--- config.mk ---
export PLATFORM = sky130hd
export DESIGN_NAME = modular_exponentiation
export DESIGN_NICKNAME = d
export VERILOG_FILES = /design/src/rtl/mexp_pkg.sv /design/src/rtl/modular_exponentiation.sv /design/src/rtl/mexp_cell.sv /design/src/rtl/mexp_mulmod.sv
export SDC_FILE = /design/constraint.sdc
export NUM_CORES = 1
export LEC_CHECK = 0
export BUFFER_PORTS_ARGS = -buffer_cell sky130_fd_sc_hd__buf_4
export CAP_MARGIN = 20
export CORE_ASPECT_RATIO = 0.8
export CORE_MARGIN = 10
export CORE_UTILIZATION = 45
export DETAILED_ROUTE_END_ITERATION = 6
export MAX_ROUTING_LAYER = met4
export SLEW_MARGIN = 20
export SYNTH_ARGS = -nofsm -noshare
export SYNTH_HDL_FRONTEND = slang
export SYNTH_SLANG_ARGS = --single-unit
--- constraint.sdc ---
create_clock -name i_clk -period 43.8 [get_ports i_clk]
set_input_delay 10.95 -clock i_clk [delete_from_list [all_inputs] [get_ports i_clk]]
set_output_delay 10.95 -clock i_clk [all_outputs]
set_load 0.02 [all_outputs]
--- src/rtl/mexp_pkg.sv ---
// mexp_pkg: shared types for the modular exponentiation block
// no dependencies
package mexp_pkg;
    typedef enum logic [2:0] {
        t_idle_st  = 3'd0,
        t_rbase_st = 3'd1,
        t_mul_st   = 3'd2,
        t_sqr_st   = 3'd3,
        t_done_st  = 3'd4
    } t_state;
endpackage

--- src/rtl/modular_exponentiation.sv ---
// modular_exponentiation: top level, square-and-multiply sequencer
// depends on mexp_pkg, mexp_mulmod, mexp_cell
//
// usage:
//   input channel i_valid/o_ready carries base, exponent, modulus; output
//   channel o_valid/i_ready carries power_mod and bad_modulus, one beat out
//   per beat in. one item is worked at a time.
// sequence:
//   modulus or exponent zero: straight to the result. otherwise the base is
//   first reduced by one modular product with 1, then each exponent bit up to
//   the highest set one costs a square and, when set, a multiply. one modular
//   product runs one double step of the cell row per multiplier bit and one
//   add step per set bit.
// what sets the pace: the single shared multiplier row of WIDTH+2 cells
// reset: synchronous active low, returns to idle with no pending result
// stall: the result register holds while i_ready is low; o_ready stays low
//   until the result beat is taken
module modular_exponentiation #(
    parameter int WIDTH = 32
) (
    input  logic        i_clk,
    input  logic        i_rst_n,
    input  logic        i_valid,
    output logic        o_ready,
    input  logic [31:0] i_base,
    input  logic [31:0] i_exponent,
    input  logic [31:0] i_modulus,
    output logic        o_valid,
    input  logic        i_ready,
    output logic [31:0] o_power_mod,
    output logic        o_bad_modulus
);
    import mexp_pkg::*;

    t_state r_state, n_state;
    logic [WIDTH-1:0] r_b, r_e, r_m, r_acc;
    logic [31:0] r_out;
    logic r_bad, r_val, n_val;
    logic w_start;
    logic [WIDTH-1:0] w_x, w_y, w_m;
    logic w_done;
    logic [WIDTH-1:0] w_p;
    logic [WIDTH-1:0] w_one;
    logic [WIDTH-1:0] w_in_b, w_in_e, w_in_m;

    assign w_one  = WIDTH'(1);
    // operands taken at the block width
    assign w_in_b = WIDTH'(i_base);
    assign w_in_e = WIDTH'(i_exponent);
    assign w_in_m = WIDTH'(i_modulus);

    mexp_mulmod #(.WIDTH(WIDTH)) u_mul (
        .i_clk(i_clk), .i_rst_n(i_rst_n), .i_start(w_start),
        .i_x(w_x), .i_y(w_y), .i_m(w_m), .o_done(w_done), .o_p(w_p)
    );

    wire w_acc_in = i_valid && o_ready;

    // next state
    always_comb begin
        n_state = r_state;
        case (r_state)
            t_idle_st: if (w_acc_in) begin
                if (w_in_m == '0 || w_in_e == '0)
                    n_state = t_done_st;
                else n_state = t_rbase_st;
            end
            t_rbase_st: if (w_done) n_state = r_e[0] ? t_mul_st : t_sqr_st;
            t_mul_st: if (w_done) n_state = t_sqr_st;
            t_sqr_st: if (w_done) n_state = (r_e[WIDTH-1:1] == '0) ? t_done_st
                                             : (r_e[1] ? t_mul_st : t_sqr_st);
            t_done_st: n_state = t_idle_st;
            default: n_state = t_idle_st;
        endcase
    end

    // outputs to the multiplier
    always_comb begin
        w_start = 1'b0;
        w_x = r_acc;
        w_y = r_b;
        w_m = r_m;
        case (r_state)
            t_idle_st: begin
                // base reduction starts straight from the input beat
                w_x = w_one;
                w_y = w_in_b;
                w_m = w_in_m;
                w_start = w_acc_in && w_in_m != '0 && w_in_e != '0;
            end
            t_rbase_st: begin
                w_x = w_p;
                w_y = w_p;
                w_start = w_done;
                if (w_done && r_e[0]) begin w_x = w_one; w_y = w_p; end
            end
            t_mul_st: begin
                w_x = r_b; w_y = r_b; w_start = w_done;
            end
            t_sqr_st: begin
                w_x = r_acc; w_y = w_p;
                w_start = w_done && (r_e[WIDTH-1:1] != '0);
                if (w_done && !r_e[1]) begin w_x = w_p; w_y = w_p; end
            end
            default: w_start = 1'b0;
        endcase
    end

    always_comb begin
        n_val = r_val;
        if (o_valid && i_ready) n_val = 1'b0;
        if (r_state == t_done_st) n_val = 1'b1;
    end

    always_ff @(posedge i_clk) begin
        if (!i_rst_n) begin
            r_state <= t_idle_st;
            r_val   <= 1'b0;
        end else begin
            r_state <= n_state;
            r_val   <= n_val;
        end
    end

    // datapath; first product computes base*1 mod m
    always_ff @(posedge i_clk) begin
        case (r_state)
            t_idle_st: if (w_acc_in) begin
                r_b   <= w_in_b;
                r_e   <= w_in_e;
                r_m   <= w_in_m;
                r_acc <= w_one;
                r_bad <= (w_in_m == '0);
            end
            t_rbase_st: if (w_done) r_b <= w_p;
            t_mul_st: if (w_done) r_acc <= w_p;
            t_sqr_st: if (w_done) begin
                r_b <= w_p;
                r_e <= r_e >> 1;
            end
            t_done_st: r_out <= r_bad ? 32'd0 : 32'(r_acc);
            default: r_acc <= r_acc;
        endcase
    end

    assign o_ready       = (r_state == t_idle_st) && !r_val;
    assign o_valid       = r_val;
    assign o_power_mod   = r_out;
    assign o_bad_modulus = r_bad;
endmodule

--- src/rtl/mexp_cell.sv ---
// mexp_cell: one bit slice of the shift-subtract modular multiplier chain
// no dependencies
module mexp_cell (
    input  logic i_acc,      // accumulator bit (doubled position in the double phase)
    input  logic i_add,      // addend bit
    input  logic i_m,        // modulus bit
    input  logic i_cin,
    input  logic i_bin,
    output logic o_sum,
    output logic o_cout,
    output logic o_diff,
    output logic o_bout
);
    logic w_s;
    always_comb begin
        w_s    = i_acc ^ i_add ^ i_cin;
        o_cout = (i_acc & i_add) | (i_cin & (i_acc ^ i_add));
        o_sum  = w_s;
        o_diff = w_s ^ i_m ^ i_bin;
        o_bout = (~w_s & i_m) | (i_bin & ~(w_s ^ i_m));
    end
endmodule

--- src/rtl/mexp_mulmod.sv ---
// mexp_mulmod: (x*y) mod m, one multiplier bit at a time, through a row of cells
// depends on mexp_cell
module mexp_mulmod #(
    parameter int WIDTH = 32
) (
    input  logic             i_clk,
    input  logic             i_rst_n,
    input  logic             i_start,
    input  logic [WIDTH-1:0] i_x,
    input  logic [WIDTH-1:0] i_y,
    input  logic [WIDTH-1:0] i_m,
    output logic             o_done,
    output logic [WIDTH-1:0] o_p
);
    localparam int CW = $clog2(WIDTH + 1);
    localparam int AW = WIDTH + 2;

    logic [WIDTH-1:0] r_acc, n_acc, r_y, r_x, r_m;
    logic [CW-1:0]    r_cnt, n_cnt;
    logic             r_busy, n_busy, r_done, n_done;
    logic             r_phase, n_phase; // 0: double, 1: add

    logic [AW-1:0] w_a, w_b, w_mm, w_sum, w_diff;
    logic [AW:0]   w_c, w_bw;

    always_comb begin
        w_a  = r_phase ? {2'b00, r_acc} : {1'b0, r_acc, 1'b0};
        w_b  = r_phase ? {2'b00, r_x} : '0;
        w_mm = {2'b00, r_m};
    end

    assign w_c[0]  = 1'b0;
    assign w_bw[0] = 1'b0;
    genvar g;
    generate
        for (g = 0; g < AW; g++) begin : g_row
            mexp_cell u_cell (
                .i_acc (w_a[g]), .i_add(w_b[g]), .i_m(w_mm[g]),
                .i_cin (w_c[g]), .i_bin(w_bw[g]),
                .o_sum (w_sum[g]), .o_cout(w_c[g+1]),
                .o_diff(w_diff[g]), .o_bout(w_bw[g+1])
            );
        end
    endgenerate

    always_comb begin
        n_acc = r_acc; n_cnt = r_cnt; n_busy = r_busy;
        n_done = 1'b0; n_phase = r_phase;
        if (i_start) begin
            n_acc = '0; n_cnt = CW'(WIDTH); n_busy = 1'b1; n_phase = 1'b0;
        end else if (r_busy) begin
            // below 2m, one conditional subtract
            n_acc = w_bw[AW] ? w_sum[WIDTH-1:0] : w_diff[WIDTH-1:0];
            if (!r_phase) begin
                if (r_y[WIDTH-1]) n_phase = 1'b1;
                else begin
                    n_cnt = r_cnt - 1'b1;
                    if (r_cnt == CW'(1)) begin n_busy = 1'b0; n_done = 1'b1; end
                end
            end else begin
                n_phase = 1'b0;
                n_cnt = r_cnt - 1'b1;
                if (r_cnt == CW'(1)) begin n_busy = 1'b0; n_done = 1'b1; end
            end
        end
    end

    always_ff @(posedge i_clk) begin
        if (!i_rst_n) begin
            r_busy <= 1'b0; r_done <= 1'b0; r_phase <= 1'b0; r_cnt <= '0;
        end else begin
            r_busy <= n_busy; r_done <= n_done; r_phase <= n_phase; r_cnt <= n_cnt;
        end
    end

    always_ff @(posedge i_clk) begin
        r_acc <= n_acc;
        if (i_start) begin
            r_x <= i_x; r_y <= i_y; r_m <= i_m;
        end else if (r_busy && (r_phase || !r_y[WIDTH-1])) begin
            r_y <= {r_y[WIDTH-2:0], 1'b0};
        end
    end

    assign o_done = r_done;
    assign o_p    = r_acc;
endmodule
==> flow_metrics.tcl <==
set metrics [dict create \
    cp-start-kind "flip-flop" \
    finClkSkew_ps 12.8 \
    routed_via_density 5.59 \
    ys_seq_area_share_pct 57.1 \
    htree_levels 2 \
    syn2layout_area_growth_pct 16.1 \
    peakVddDrop_v 0.0000248 \
    clkLatencyLatePin_ps 510 \
    power_density_mw_per_mm2 49.4 \
    maxCapViolations 0 \
    critPathMaxFanout 67 \
    die_area_mm2 0.0413 \
    root_buffer "clkbuf_16" \
    yosysUniqueCellTypes 49 \
    finalCritPeriodShare_pct 36.3 \
    syn_inst 1211 \
    leakagePower_nw 6.66 \
    crit_required_ps 44160 \
    clk_pin_slew_ps 60 \
    grt_pass1_vias 10400 \
    postCtsSetupRepairBufs 0 \
    vias 9913 \
    syn_avg_cell_area_um2 12.5 \
    synth_seq_cells 302 \
    rsz0062_at_grt "false" \
    num_antenna_cells 0 \
    slew_violations 0 \
    crit_type "flip-flop to flip-flop" \
    cts_tree "yes" \
    hpwlAfterDp_mm 25.2 \
    drt-total-wl_mm 38.2 \
    fin_crit_ps 15900 \
    io_buffers 134 \
    numCtsBuffers 34 \
    cts_resized 0 \
    drt_iter0_drc 867 \
    gp_congestion 0.842 \
    synth_largest_area_cell "edfxtp_1" \
    synthFlopType "edfxtp_1" \
    antenna_found_initial 0 \
    netlist.area_leader.share_pct 51.1 \
    coreArea_mm2 0.0328 \
    setup_viol 0 \
    clock.fmax_mhz 62.9 \
    fp.dieW_um 225 \
    synthArstFlopShare_pct 0 \
    hold_path_depth 2 \
    worstPathArrival_ps 16270 \
    p_total_mw 0.866 \
    clock-sinks 302 \
    syn_nets 1378 \
    layout.nets 1488 \
    grt_overflow_total 0 \
    firstDrtPassIters 6 \
    ios 135 \
    setup_tns_ps 0 \
    finalHoldViolCount 0 \
    grt_first_pass_wirelength_mm 60.3 \
    ant_nets 0 \
    drc_errors 0 \
    syn_area_mm2 0.0151 \
    grt_max_degree 68 \
    yosys_warnings 0 \
    grt_usage_pct 19.2 \
    start_util_pct 46.0 \
    synth_edf_count 257 \
    outcome "complete, no violations" \
    crit_top_cell "fa_1" \
    rr_worst_depth 42 \
    row_count 59 \
    hold_class "flip-flop to flip-flop" \
    synth.area.top_cells "edfxtp_1, fa_1, mux2_2, dfxtp_1, nand2_1" \
    die_h_um 184 \
    crit_slowest_cell "or3_2" \
    ctsHoldBuffers 0 \
    relSlewSlack_pct 29.9 \
    worstSetupEndpointType "flip-flop" \
    worst_pin_slew_ps 1050 \
    routedWlPerCell_um 21.5 \
    clk_path_buf_depth 3 \
    cp_slowest_stage_delay_ps 720 \
    drive_above_1_share_pct 23.1 \
]
-- cells in the mapped netlist (14+ instances only) --
master,count
nor4_1,27
clkbuf_1,53
a21oi_1,36
edfxtp_1,257
dfxtp_1,45
mux2i_1,34
nand3_1,34
mux2_2,81
fa_1,62
inv_1,43
o21ai_0,33
a222oi_1,31
and2_1,37
nor2_1,41
nand3b_1,29
mux2_4,14
and3_1,28
nor2b_1,39
nand2_1,198
-- worst max-delay path, delay by kind of cell, from the launching register on --
kind	cells	cell delay, ps
adder cells (fa/ha/maj)	33	13230
AND/OR/NAND/NOR	4	1160
buffers and inverters	3	790
flip-flops	1	310
multiplexers	1	170
AO/OA/AOI/OAI	1	90
-- cells in the final DEF, fill, tap and decap left out, types with 3 or more instances in the layout --
cell type | synthesis | final
a21oi_1 | 36 | 36
a222oi_1 | 31 | 31
and2_1 | 37 | 36
and3_1 | 28 | 28
buf_4 | 0 | 153
clkbuf_1 | 53 | 12
clkbuf_16 | 0 | 37
clkinv_1 | 1 | 3
clkinv_2 | 0 | 7
dfxtp_1 | 45 | 43
edfxtp_1 | 257 | 257
fa_1 | 62 | 62
ha_1 | 5 | 5
inv_1 | 43 | 43
mux2_2 | 81 | 81
mux2_4 | 14 | 14
mux2i_1 | 34 | 34
nand2_1 | 198 | 197
nand2b_1 | 4 | 4
nand3_1 | 34 | 34
nand3b_1 | 29 | 29
nand4_1 | 9 | 9
nor2_1 | 41 | 40
nor2b_1 | 39 | 36
nor3_1 | 8 | 7
nor4_1 | 27 | 27
nor4b_1 | 3 | 3
o21a_1 | 4 | 4
o21ai_0 | 33 | 33
xnor2_1 | 3 | 3
xor2_1 | 3 | 3
-- per-stage QoR --
| stage | util [%] | hold WS (ps) | setup WS, ps | instances | instance area [um2] |
|---|---|---|---|---|---|
| after detailed placement | 50.2 | 532 | 27560 | 1712 | 16400 |
| final | 53.5 | 545 | 27900 | 1774 | 17500 |
| after floorplan | - | 499 | 28400 | 1211 | 15100 |
| after global routing | 53.5 | 560 | 27150 | 1774 | 17500 |
| after CTS | 53.5 | 547 | 27470 | 1774 | 17500 |
| after global placement | 50.2 | 530 | 27750 | 1712 | 16400 |
-- layout make-up --
type | count | area [um2]
Timing Repair Buffer | 153 | 1150
Sequential cell | 302 | 8620
Clock buffer | 50 | 985
Inverter | 45 | 169
Fill cell | 2897 | 15300
Clock inverter | 12 | 87.6
Tap cell | 427 | 534
Multi-Input combinational cell | 785 | 5980
-- registers in the layout, indices dropped and copies added (netlist names) --
name and flops:
u_mul.r_cnt 6, u_mul.o_done 1, r_e 32, r_state 3, o_bad_modulus 1, u_mul.r_x 32, u_mul.r_y 32, o_valid 1
r_b 32, u_mul.o_p 32, u_mul.r_m 32, o_power_mod 32, u_mul.r_phase 1, r_acc 32, r_m 32, u_mul.r_busy 1
-- routing by layer --
layer  vias to the layer above  global-route usage, %  routed length [um]
li1                       4601                      -                   -
met1                      4986                   24.4               16500
met2                       279                   31.7               19100
met3                        47                   3.32                2010
met4                         0                   4.18                 603
met5                         -                      -                   0
-- kinds of logic after synthesis --
| kind of cell | Yosys count | synth area share [%] |
|---|---|---|
| AO/OA/AOI/OAI | 119 | 5.36 |
| XOR/XNOR | 6 | 0.348 |
| adder cells (fa/ha/maj) | 67 | 8.64 |
| buffers and inverters | 124 | 3.49 |
| flip-flops | 302 | 57.1 |
| multiplexers | 129 | 9.69 |
| AND/OR/NAND/NOR | 464 | 15.3 |
-- where the power goes --
group	internal [mW]	switching, mW	total, mW
logic	0.0845	0.113	0.197
clock network	0.162	0.114	0.276
registers	0.359	0.0333	0.392
total	0.606	0.260	0.866
-- final timing paths --
| check | start | end | slack (ps) |
|---|---|---|---|
| setup / recovery | u_mul.r_phase | u_mul.o_p[30] | 27900 |
| hold / removal | u_mul.r_cnt[3] | u_mul.r_cnt[3] | 540 |
| setup reg to reg | u_mul.r_phase | u_mul.o_p[30] | 27900 |
| hold reg to reg | u_mul.r_cnt[3] | u_mul.r_cnt[3] | 540 |
(Power assumes the default switching activity.)
